--- config.mk ---
export PLATFORM = sky130hd
export DESIGN_NAME = gamepad_report_delta_events
export DESIGN_NICKNAME = d
export VERILOG_FILES = /design/src/sv/gprd_pkg.sv /design/src/sv/gprd_seq.sv /design/src/sv/gprd_dp.sv /design/src/sv/gamepad_report_delta_events.sv
export SDC_FILE = /design/constraint.sdc
export NUM_CORES = 1
export LEC_CHECK = 0
export BUFFER_PORTS_ARGS = -buffer_cell sky130_fd_sc_hd__clkbuf_2
export CAP_MARGIN = 15
export CORE_MARGIN = 10
export CORE_UTILIZATION = 55
export CTS_CLUSTER_DIAMETER = 30
export CTS_CLUSTER_SIZE = 16
export DETAILED_ROUTE_END_ITERATION = 12
export PLACE_DENSITY = 0.76
export SLEW_MARGIN = 20
export SYNTH_ARGS = -nofsm -noshare
export SYNTH_HDL_FRONTEND = slang
export SYNTH_SLANG_ARGS = --single-unit
--- constraint.sdc ---
create_clock -name clk -period 6.66 [get_ports clk]
set_input_delay 0 -clock clk [delete_from_list [all_inputs] [get_ports clk]]
set_output_delay 0 -clock clk [all_outputs]
set_load 0.05 [all_outputs]
--- src/sv/gprd_pkg.sv ---
// ----------------------------------------------------------------------------
// gprd_pkg
// Shared types, codes and microcode table for the gamepad report delta encoder.
// ----------------------------------------------------------------------------
package gprd_pkg;

	localparam int NUM_BUTTONS_DEF = 11;
	localparam int KEY_SLOTS       = 11;
	localparam int AXES            = 8;
	localparam int STEPS           = KEY_SLOTS + AXES + 1;
	localparam int STEP_W          = $clog2(STEPS);
	localparam int SEL_W           = $clog2(KEY_SLOTS);
	localparam int AX_W            = $clog2(AXES);

	localparam int IN_DATA_W  = 112;
	localparam int IN_USER_W  = 1;
	localparam int OUT_DATA_W = 32;
	localparam int OUT_USER_W = 2;

	localparam logic [STEP_W-1:0] STEP_ABS0 = STEP_W'(KEY_SLOTS);

	localparam logic [1:0] KIND_SYNC = 2'd0;
	localparam logic [1:0] KIND_KEY  = 2'd1;
	localparam logic [1:0] KIND_ABS  = 2'd2;

	localparam logic [9:0] KEY_CODES [KEY_SLOTS] = '{
		10'd304, 10'd305, 10'd307, 10'd308, 10'd310, 10'd311,
		10'd314, 10'd315, 10'd316, 10'd317, 10'd318
	};

	// lx, ly, rx, ry, lt, rt, hat x, hat y
	localparam logic [9:0] AXIS_CODES [AXES] = '{
		10'd0, 10'd1, 10'd3, 10'd4, 10'd2, 10'd5, 10'd16, 10'd17
	};

	typedef enum logic [1:0] {
		OP_KEY  = 2'd0,
		OP_ABS  = 2'd1,
		OP_SYNC = 2'd2
	} op_t;

	// one control word: jmp sends a key step beyond the button count to STEP_ABS0
	typedef struct packed {
		op_t              op;
		logic [9:0]       code;
		logic [SEL_W-1:0] sel;
		logic             jmp;
	} uop_t;

	typedef struct packed {
		logic load;
		logic emit;
		logic commit;
		uop_t uop;
	} seq_ctl_t;

	typedef struct packed {
		logic changed;
		logic out_free;
	} dp_sts_t;

	function automatic uop_t gprd_ucode(input logic [STEP_W-1:0] step);
		uop_t             w;
		logic [STEP_W-1:0] rel;
		rel = step - STEP_ABS0;
		w.op   = OP_SYNC;
		w.code = 10'd0;
		w.sel  = '0;
		w.jmp  = 1'b0;
		if (step < STEP_ABS0) begin
			w.op   = OP_KEY;
			w.sel  = step[SEL_W-1:0];
			w.code = KEY_CODES[step[SEL_W-1:0]];
			w.jmp  = 1'b1;
		end else if (step < STEP_W'(STEPS - 1)) begin
			w.op   = OP_ABS;
			w.sel  = SEL_W'(rel[AX_W-1:0]);
			w.code = AXIS_CODES[rel[AX_W-1:0]];
		end
		return w;
	endfunction

endpackage

--- src/sv/gprd_seq.sv ---
// ----------------------------------------------------------------------------
// gprd_seq
// Step counter and microcode table; one control word per step.
// ----------------------------------------------------------------------------
module gprd_seq #(
	parameter int NUM_BUTTONS = gprd_pkg::NUM_BUTTONS_DEF
) (
	input  logic                clk,
	input  logic                arst_n,
	input  logic                in_valid,
	output logic                in_ready,
	input  gprd_pkg::dp_sts_t   sts,
	output gprd_pkg::seq_ctl_t  ctl
);
	import gprd_pkg::*;

	localparam int NBTN = (NUM_BUTTONS < KEY_SLOTS) ? NUM_BUTTONS : KEY_SLOTS;

	logic              busy_q;
	logic [STEP_W-1:0] step_q;
	uop_t              uop;
	logic              skip;
	logic              want;
	logic              advance;

	always_comb begin
		uop     = gprd_ucode(step_q);
		skip    = uop.jmp && (uop.sel >= SEL_W'(NBTN));
		want    = (uop.op == OP_SYNC) || (sts.changed && !skip);
		advance = busy_q && (!want || sts.out_free);
	end

	assign in_ready   = !busy_q;
	assign ctl.load   = in_valid && !busy_q;
	assign ctl.emit   = busy_q && want && sts.out_free;
	assign ctl.commit = ctl.emit && (uop.op == OP_SYNC);
	assign ctl.uop    = uop;

	always_ff @(posedge clk or negedge arst_n) begin
		if (!arst_n) begin
			busy_q <= 1'b0;
			step_q <= '0;
		end else if (ctl.load) begin
			busy_q <= 1'b1;
			step_q <= '0;
		end else if (advance) begin
			if (uop.op == OP_SYNC) begin
				busy_q <= 1'b0;
				step_q <= '0;
			end else if (skip) begin
				step_q <= STEP_ABS0;
			end else begin
				step_q <= step_q + 1'b1;
			end
		end
	end

endmodule

--- src/sv/gprd_dp.sv ---
// ----------------------------------------------------------------------------
// gprd_dp
// Report registers, change compare and event output register.
// ----------------------------------------------------------------------------
module gprd_dp (
	input  logic                                clk,
	input  logic                                arst_n,
	input  logic [gprd_pkg::IN_DATA_W-1:0]      in_data,
	input  logic [gprd_pkg::IN_USER_W-1:0]      in_user,
	input  gprd_pkg::seq_ctl_t                  ctl,
	output gprd_pkg::dp_sts_t                   sts,
	output logic                                out_valid,
	input  logic                                out_ready,
	output logic [gprd_pkg::OUT_DATA_W-1:0]     out_data,
	output logic [gprd_pkg::OUT_USER_W-1:0]     out_user,
	output logic                                out_last
);
	import gprd_pkg::*;

	logic [KEY_SLOTS-1:0] new_btn_q;
	logic [KEY_SLOTS-1:0] prev_btn_q;
	logic [15:0]          new_ax_q  [AXES];
	logic [15:0]          prev_ax_q [AXES];
	logic [15:0]          in_ax     [AXES];
	logic                 end_req;

	logic        out_valid_q;
	logic [1:0]  kind_q;
	logic [9:0]  code_q;
	logic [15:0] value_q;
	logic        last_q;

	logic        key_new;
	logic [15:0] ax_new;

	always_comb begin
		end_req  = in_user[0];
		in_ax[0] = in_data[26:11];
		in_ax[1] = in_data[42:27];
		in_ax[2] = in_data[58:43];
		in_ax[3] = in_data[74:59];
		in_ax[4] = {8'd0, in_data[82:75]};
		in_ax[5] = {8'd0, in_data[90:83]};
		in_ax[6] = {{8{in_data[98]}}, in_data[98:91]};
		in_ax[7] = {{8{in_data[106]}}, in_data[106:99]};
	end

	always_comb begin
		key_new = new_btn_q[ctl.uop.sel];
		ax_new  = new_ax_q[ctl.uop.sel[AX_W-1:0]];
		case (ctl.uop.op)
			OP_KEY:  sts.changed = key_new != prev_btn_q[ctl.uop.sel];
			OP_ABS:  sts.changed = ax_new != prev_ax_q[ctl.uop.sel[AX_W-1:0]];
			default: sts.changed = 1'b1;
		endcase
		sts.out_free = !out_valid_q || out_ready;
	end

	always_ff @(posedge clk) begin
		if (ctl.load) begin
			new_btn_q <= end_req ? '0 : in_data[10:0];
			for (int i = 0; i < AXES; i++)
				new_ax_q[i] <= end_req ? 16'd0 : in_ax[i];
		end
	end

	always_ff @(posedge clk or negedge arst_n) begin
		if (!arst_n) begin
			prev_btn_q <= '0;
			for (int i = 0; i < AXES; i++)
				prev_ax_q[i] <= 16'd0;
		end else if (ctl.commit) begin
			prev_btn_q <= new_btn_q;
			for (int i = 0; i < AXES; i++)
				prev_ax_q[i] <= new_ax_q[i];
		end
	end

	always_ff @(posedge clk or negedge arst_n) begin
		if (!arst_n) begin
			out_valid_q <= 1'b0;
		end else if (ctl.emit) begin
			out_valid_q <= 1'b1;
		end else if (out_ready) begin
			out_valid_q <= 1'b0;
		end
	end

	always_ff @(posedge clk) begin
		if (ctl.emit) begin
			case (ctl.uop.op)
				OP_KEY: begin
					kind_q  <= KIND_KEY;
					code_q  <= ctl.uop.code;
					value_q <= {15'd0, key_new};
					last_q  <= 1'b0;
				end
				OP_ABS: begin
					kind_q  <= KIND_ABS;
					code_q  <= ctl.uop.code;
					value_q <= ax_new;
					last_q  <= 1'b0;
				end
				default: begin
					kind_q  <= KIND_SYNC;
					code_q  <= 10'd0;
					value_q <= 16'd0;
					last_q  <= 1'b1;
				end
			endcase
		end
	end

	assign out_valid = out_valid_q;
	assign out_data  = {6'd0, value_q, code_q};
	assign out_user  = kind_q;
	assign out_last  = last_q;

endmodule

--- src/sv/gamepad_report_delta_events.sv ---
// ----------------------------------------------------------------------------
// gamepad_report_delta_events
// Emits one event per changed control of a gamepad report, then a sync event.
// ----------------------------------------------------------------------------
// Order: each request runs 20 microcode steps (11 button, 8 axis, 1 sync), one
//   per cycle while the output is free; each emitted event is registered in the
//   output register, and the closing sync event ends the run. A new request is
//   accepted only once the sync step has left the sequencer idle. Below 11
//   buttons one jump step skips the rest. Output stalls hold the step counter.
// Reset: arst_n clears the stored report to all zeros and idles the sequencer.
module gamepad_report_delta_events #(
	parameter int NUM_BUTTONS = gprd_pkg::NUM_BUTTONS_DEF
) (
	input  logic                             clk,
	input  logic                             arst_n,
	input  logic                             s_tvalid,
	output logic                             s_tready,
	// buttons, left_x, left_y, right_x, right_y, left_trigger, right_trigger,
	// hat_horizontal, hat_vertical, zero pad
	input  logic [gprd_pkg::IN_DATA_W-1:0]   s_tdata,
	// req_type
	input  logic [gprd_pkg::IN_USER_W-1:0]   s_tuser,
	output logic                             m_tvalid,
	input  logic                             m_tready,
	// event_code, event_value, zero pad
	output logic [gprd_pkg::OUT_DATA_W-1:0]  m_tdata,
	// event_kind
	output logic [gprd_pkg::OUT_USER_W-1:0]  m_tuser,
	// last_of_run
	output logic                             m_tlast
);
	import gprd_pkg::*;

	seq_ctl_t ctl;
	dp_sts_t  sts;

	gprd_seq #(
		.NUM_BUTTONS(NUM_BUTTONS)
	) u_seq (
		.clk      (clk),
		.arst_n   (arst_n),
		.in_valid (s_tvalid),
		.in_ready (s_tready),
		.sts      (sts),
		.ctl      (ctl)
	);

	gprd_dp u_dp (
		.clk       (clk),
		.arst_n    (arst_n),
		.in_data   (s_tdata),
		.in_user   (s_tuser),
		.ctl       (ctl),
		.sts       (sts),
		.out_valid (m_tvalid),
		.out_ready (m_tready),
		.out_data  (m_tdata),
		.out_user  (m_tuser),
		.out_last  (m_tlast)
	);

	a_busy_after_accept: assert property (@(posedge clk) disable iff (!arst_n)
		s_tvalid && s_tready |=> !s_tready)
		else $error("sequencer not busy after request");

	a_last_is_sync: assert property (@(posedge clk) disable iff (!arst_n)
		m_tvalid && m_tlast |-> m_tuser == KIND_SYNC && m_tdata == '0)
		else $error("closing event is not a clean sync");

	a_idle_after_sync: assert property (@(posedge clk) disable iff (!arst_n)
		ctl.commit |=> s_tready)
		else $error("sequencer still busy after sync");

	a_no_emit_when_idle: assert property (@(posedge clk) disable iff (!arst_n)
		s_tready |-> !ctl.emit)
		else $error("event emitted while idle");

endmodule

After elaboration in Yosys (flattened, before gate mapping) --
Memories as Yosys holds them, arrays and structs flattened. A register that Yosys moved wholly into a read port is not among the register bits. Cells that the tools add are included.
Storage, ports and cells: register bits after elaboration 58, memory bits (writable) 128, ROM bits 240, bits of input ports 117, output and inout port bits 37, logic and storage cells 93, memories kept 3
Cells by class: $add $sub $neg 2, $lt $le $gt $ge 7, equality and inequality tests 4, multiplexer cells 37, bitwise gates (word level) 3, reduce and logical (&&, ||, !) cells 28
Memory list:
- (no name shown) | depth 16, bits a word 10, rd ports 1, clocked after Yosys merged registers in 0, write ports 0, line gprd_pkg.sv:73 | w.code = KEY_CODES[step[SEL_W-1:0]];
- u_dp.new_ax_q | depth 8, bits a word 16, rd ports 9, clocked after Yosys merged registers in 8, write ports 8, line gprd_dp.sv:22 | logic [15:0] new_ax_q [AXES];
- (no name shown) | depth 8, bits a word 10, rd ports 1, clocked after Yosys merged registers in 0, write ports 0, line gprd_pkg.sv:78 | w.code = AXIS_CODES[rel[AX_W-1:0]];
Operator list (count):
- two-way mux 16 bit | 10
- binary-select mux 16 bit (select 3 bit) | 1
- two-way mux 10 bit | 4
- case mux 16 bit (2 select lines) | 1
- two-way mux 5 bit | 4
- two-way mux 8 bit | 2
- inequality test 16 bit | 1
- greater-or-equal comparator 4 bit, second input constant | 3
- zero test 1 bit | 12
- two-way mux 1 bit | 11
- binary-select mux 1 bit (select 4 bit) | 2
- NOT 3 -> 4 bit | 2
- logical AND 1 bit | 7
- nonzero test 2 bit | 3
- adder 5 x 1 -> 5 bit, second input constant | 1
- greater-or-equal comparator 5 bit, second input constant | 1
- less-than comparator 4 x 5 -> 1 bit, second input constant | 1
- less-than comparator 5 x 4 -> 1 bit, second input constant | 1
- less-than comparator 5 bit, second input constant | 1
- NOT 4 -> 5 bit | 1
- case mux 2 bit (2 select lines) | 1
- logical OR 1 bit | 3
- subtractor 3 x 2 -> 3 bit, second input constant | 1
- equality test 2 x 1 -> 1 bit, second input constant | 1
- other kinds (6) | 6

Longest topological paths before layout --
depth after elaboration 20, depth in mapped cells 16

Modules after synthesis --
Synthesis repeated with hierarchy kept, for this count alone.
Second synthesis, totals: cells, all modules 791, area, all modules 11753.8 um2
Modules (own cells, without submodules):
- gprd_dp | times used 1, cells an instance 701, area an instance 10979.3 um2, seq. area each 6786.5 um2
- gprd_seq | times used 1, cells an instance 90, area an instance 774.5 um2, seq. area each 150.1 um2

Worst setup path after synthesis --
No wires, ideal clock.
kind register -> register, from register u_seq.step_q[1], to register u_dp.code_q[0] (enable), setup time 470 ps, data arrival time 5471 ps, data required time 6190 ps, slack 719 ps, stages on the path, launching flop included 15, clock period less this slack 5941 ps, cell sequence dfrtp_1 > buf_2 > inv_1 > ha_1 > nor2b_1 > o211ai_1 > nand3_2 > buf_6 > mux2_1 > a211o_1 > and4_1 > and3_1 > o21ai_1 > inv_1 > nor4_1
RTL lines:
- from (decl) | line gprd_seq.sv:20 | logic [STEP_W-1:0] step_q;
- from (signal assigned) | line gprd_seq.sv:53 | step_q <= step_q + 1'b1;
- to (signal assigned) | line gprd_dp.sv:94 | code_q <= ctl.uop.code;
- to (signal assigned) | line gprd_dp.sv:100 | code_q <= ctl.uop.code;
- to (decl) | line gprd_dp.sv:29 | logic [9:0] code_q;

==> flow_summary.ini <==
[critical_path]
crit_path_max_incr_delay_ns = 0.67
rr_startpoint = u_seq.step_q[1]
arrival_ns = 5.16
reg2reg_slack_ns = 1.70
cp-start-kind = register
crit_end = u_dp.code_q[0]
crit_path_frequent_cell = o211ai_1
critPathSlowestCell = dfrtp_1
cp_num_buf_inv = 3
startpoint = u_seq.step_q[1]
worstReg2RegEnd = u_dp.code_q[0]
end_kind = register
reg2reg_depth = 14
crit_type = register to register
crit_chain = inv_1 > ha_1 > nor2b_1 > o211ai_1 > nand3_2 > buf_12 > a31oi_2 > o21ai_0 > o211ai_1 > xnor2_1 > nand4_1 > and4bb_4 > nor4_2 > buf_4
path_max_fanout = 47
path_depth = 14
critical-path-top-delay-family = compound AO/OA/AOI/OAI gates
critPathRequiredTime_ns = 6.86

[clock_network]
clkLatencyLatePin_ns = 0.54
root_buffer = clkbuf_16
htreeDepth = 2
post-cts-setup-buffer-count = 0
cts.clk_slew.worst_paths_ns = 0.05
clock-sinks = 246
cts_buffers = 48
cts_max_path_buffers = 3
cts_tree = done

[route]
top_layer_used = met4
wl_mm = 29.6
ant_nets = 0
wire_per_inst_um = 20.1
wl_met2_mm = 14.8
drc = 0
vias_per_cell = 5.64
drt_first_iter_violations = 674
routed-wl-met3_mm = 1.87
dr.pass1.iters = 5
route.vias.total = 8283
met1Wirelength_mm = 12.2

[timing]
max_slew_margin = 0.282
worst_pin_slew_ns = 1.08
fin_skew_ns = 0.0171
slew_violations = 0
setup-tns-final_ns = 0
finalSetupViolCount = 0
fin_crit_ns = 4.96
post-route-period-util = 0.745
max_freq_mhz = 202
rsz0062_at_grt = false
hold_violations = 0

[synth]
synth_area_mm2 = 0.0120
syn_inst = 902
synth_xor_area_frac = 0.0183
synth_top_family_by_area = multiplexers
yosysWarnings = 0
synth_edf_count = 132
synth_adder_area_share = 0.00733
synth_compound_area_frac = 0.0697
synthFlopType = edfxtp_1
yosys.area_share.simple = 0.130
synth_mux_area_frac = 0.167
async_flop_share = 0.463
ys_ff_latch = 246
synth_seq_area_share = 0.570
avgSynthCellArea_um2 = 13.2
synth_cell_types = 84

[die]
ioPinCount = 154
die_w_um = 167
die_area_mm2 = 0.0280
start_util = 0.563
fp.dieH_um = 167
coreArea_mm2 = 0.0212
rows = 53

[global_routing]
grt_max_degree = 108
grtUsageTotal = 0.207
antenna_found_initial = 1
grt_pass1_vias = 8922
grt_pass1_wl_mm = 47.4
grt-ovfl-total = 0

[final_layout]
final_common_cell = clkbuf_2
synthToLayoutAreaGrowth_pct = 29.6
nets = 1279
final_cell_mix = 137 x clkbuf_2, 132 x edfxtp_1, 114 x dfrtp_1, 111 x nor2b_1, 110 x dlygate4sd3_1
drive_gt1_frac = 0.312

[placed_design]
gp_congestion = 0.865
dpl.hpwl_mm = 17.8
placement.io_buffers = 139

[power]
switchingPower_uw = 3540
clkPwrFrac = 0.267
seq_power_share = 0.282
p_per_area_mw_per_mm2 = 584
leakagePower_uw = 0.00641
power_frac_comb = 0.451
vdd_drop_max_v = 0.000353
p_total_uw = 9040
sw_frac_of_total = 0.391
p_int_uw = 5510

[worst_hold_path]
hp-class = input port to register
worstHoldStart = s_tuser

[run]
max-cap-violations = 0

[status]
status = finished, final reports clean
synthesized netlist by cell type, types with 7 or more instances:
cell type,n,area share
mux2_2,106,0.10
xor2_1,8,0.0059
xnor2_1,17,0.012
o21ai_0,14,0.0059
inv_1,14,0.0044
a32o_1,9,0.0075
nand3_1,15,0.0063
o211ai_1,10,0.0063
ha_1,7,0.0073
nand2_1,76,0.024
mux2i_1,24,0.020
nand4_1,15,0.0079
nor2b_1,112,0.059
a21oi_1,25,0.010
buf_4,16,0.010
buf_2,9,0.0038
nor2_1,20,0.0063
dfrtp_1,114,0.24
edfxtp_1,132,0.33
clkbuf_1,26,0.0082
mux4_2,20,0.038
per-layer routing:
metal  track usage  vias to the layer above
met2         0.349                      303
met3        0.0442                       55
met5             0                        -
met4        0.0734                        0
li1              -                     3827
met1         0.258                     4098
through the flow:
stage	util	cells	instance area (um^2)	setup WS, ns	hold slack [ns]
after floorplan	-	910	12000	0.719	-0.296
after global placement	0.601	1270	12700	1.86	0.147
after detailed placement	0.601	1270	12700	1.79	0.152
after CTS	0.730	1468	15500	1.76	0.161
after global routing	0.730	1469	15500	1.28	0.105
final	0.730	1469	15500	1.70	0.0408
power groups by stage:
stage / registers (uW) / logic, uW / clock network (uW)
floorplan: 2740 / 2930 / 0
global placement: 2530 / 3870 / 0
detailed placement: 2560 / 3940 / 0
CTS: 2540 / 4030 / 2430
global route: 2610 / 4380 / 2520
finish: 2550 / 4080 / 2410
worst min-delay path by stage:
stage / to / slack [ns] / depth (start not counted)
after CTS: u_dp.prev_ax_q[127] / 0.16 / 2
after floorplan: u_dp.out_valid / -0.30 / 0
after global placement: u_dp.prev_ax_q[88] / 0.15 / 1
final: u_dp.new_btn_q[2] / 0.04 / 2
after global routing: u_dp.new_btn_q[4] / 0.11 / 2
after detailed placement: u_dp.prev_ax_q[127] / 0.15 / 1
worst register-to-register path: stages (launching register included):
cell      delay [ns]
dfrtp_1         0.67
inv_1           0.22
ha_1            0.40
nor2b_1         0.19
o211ai_1        0.52
nand3_2         0.35
buf_12          0.33
a31oi_2         0.51
o21ai_0         0.21
o211ai_1        0.15
xnor2_1         0.14
nand4_1         0.11
and4bb_4        0.28
nor4_2          0.23
buf_4           0.33
repair_timing:
| action | CTS | global route |
|---|---|---|
| resized for setup | 0 | 0 |
| hold buffers | 110 | 0 |
| endpoints found under the hold margin | 175 | 0 |
area by class of cell:
cell class	instances	area (um^2)
repair buffers	257	1880
clock inverters	27	317
clock buffers	61	1320
diodes	1	2.50
flip-flops and latches	246	6820
inverters	15	56.3
multi-input cells	587	4750
well taps	275	344
fillers	1351	5730
cells by family after synthesis:
logic type | count (synthesis)
other | 1
adders and majority gates | 7
buffers and inverters | 77
xor gates and xnor gates | 25
and+or+nand+nor | 278
muxes | 155
DFF | 246
AOI/OAI and AO/OA | 113
registers in the layout (all words and copies together), names as in the netlist:
register and flops:
u_dp.out_last 1, u_dp.new_btn_q 11, u_dp.prev_ax_q 96, u_dp.value_q 16, u_seq.step_q 5, u_dp.prev_btn_q 11
u_dp.out_user 2, u_dp.code_q 6, u_seq.busy_q 1, u_dp.out_valid 1, u_dp.new_ax_q 96
Power figures use the tool's default switching activity.
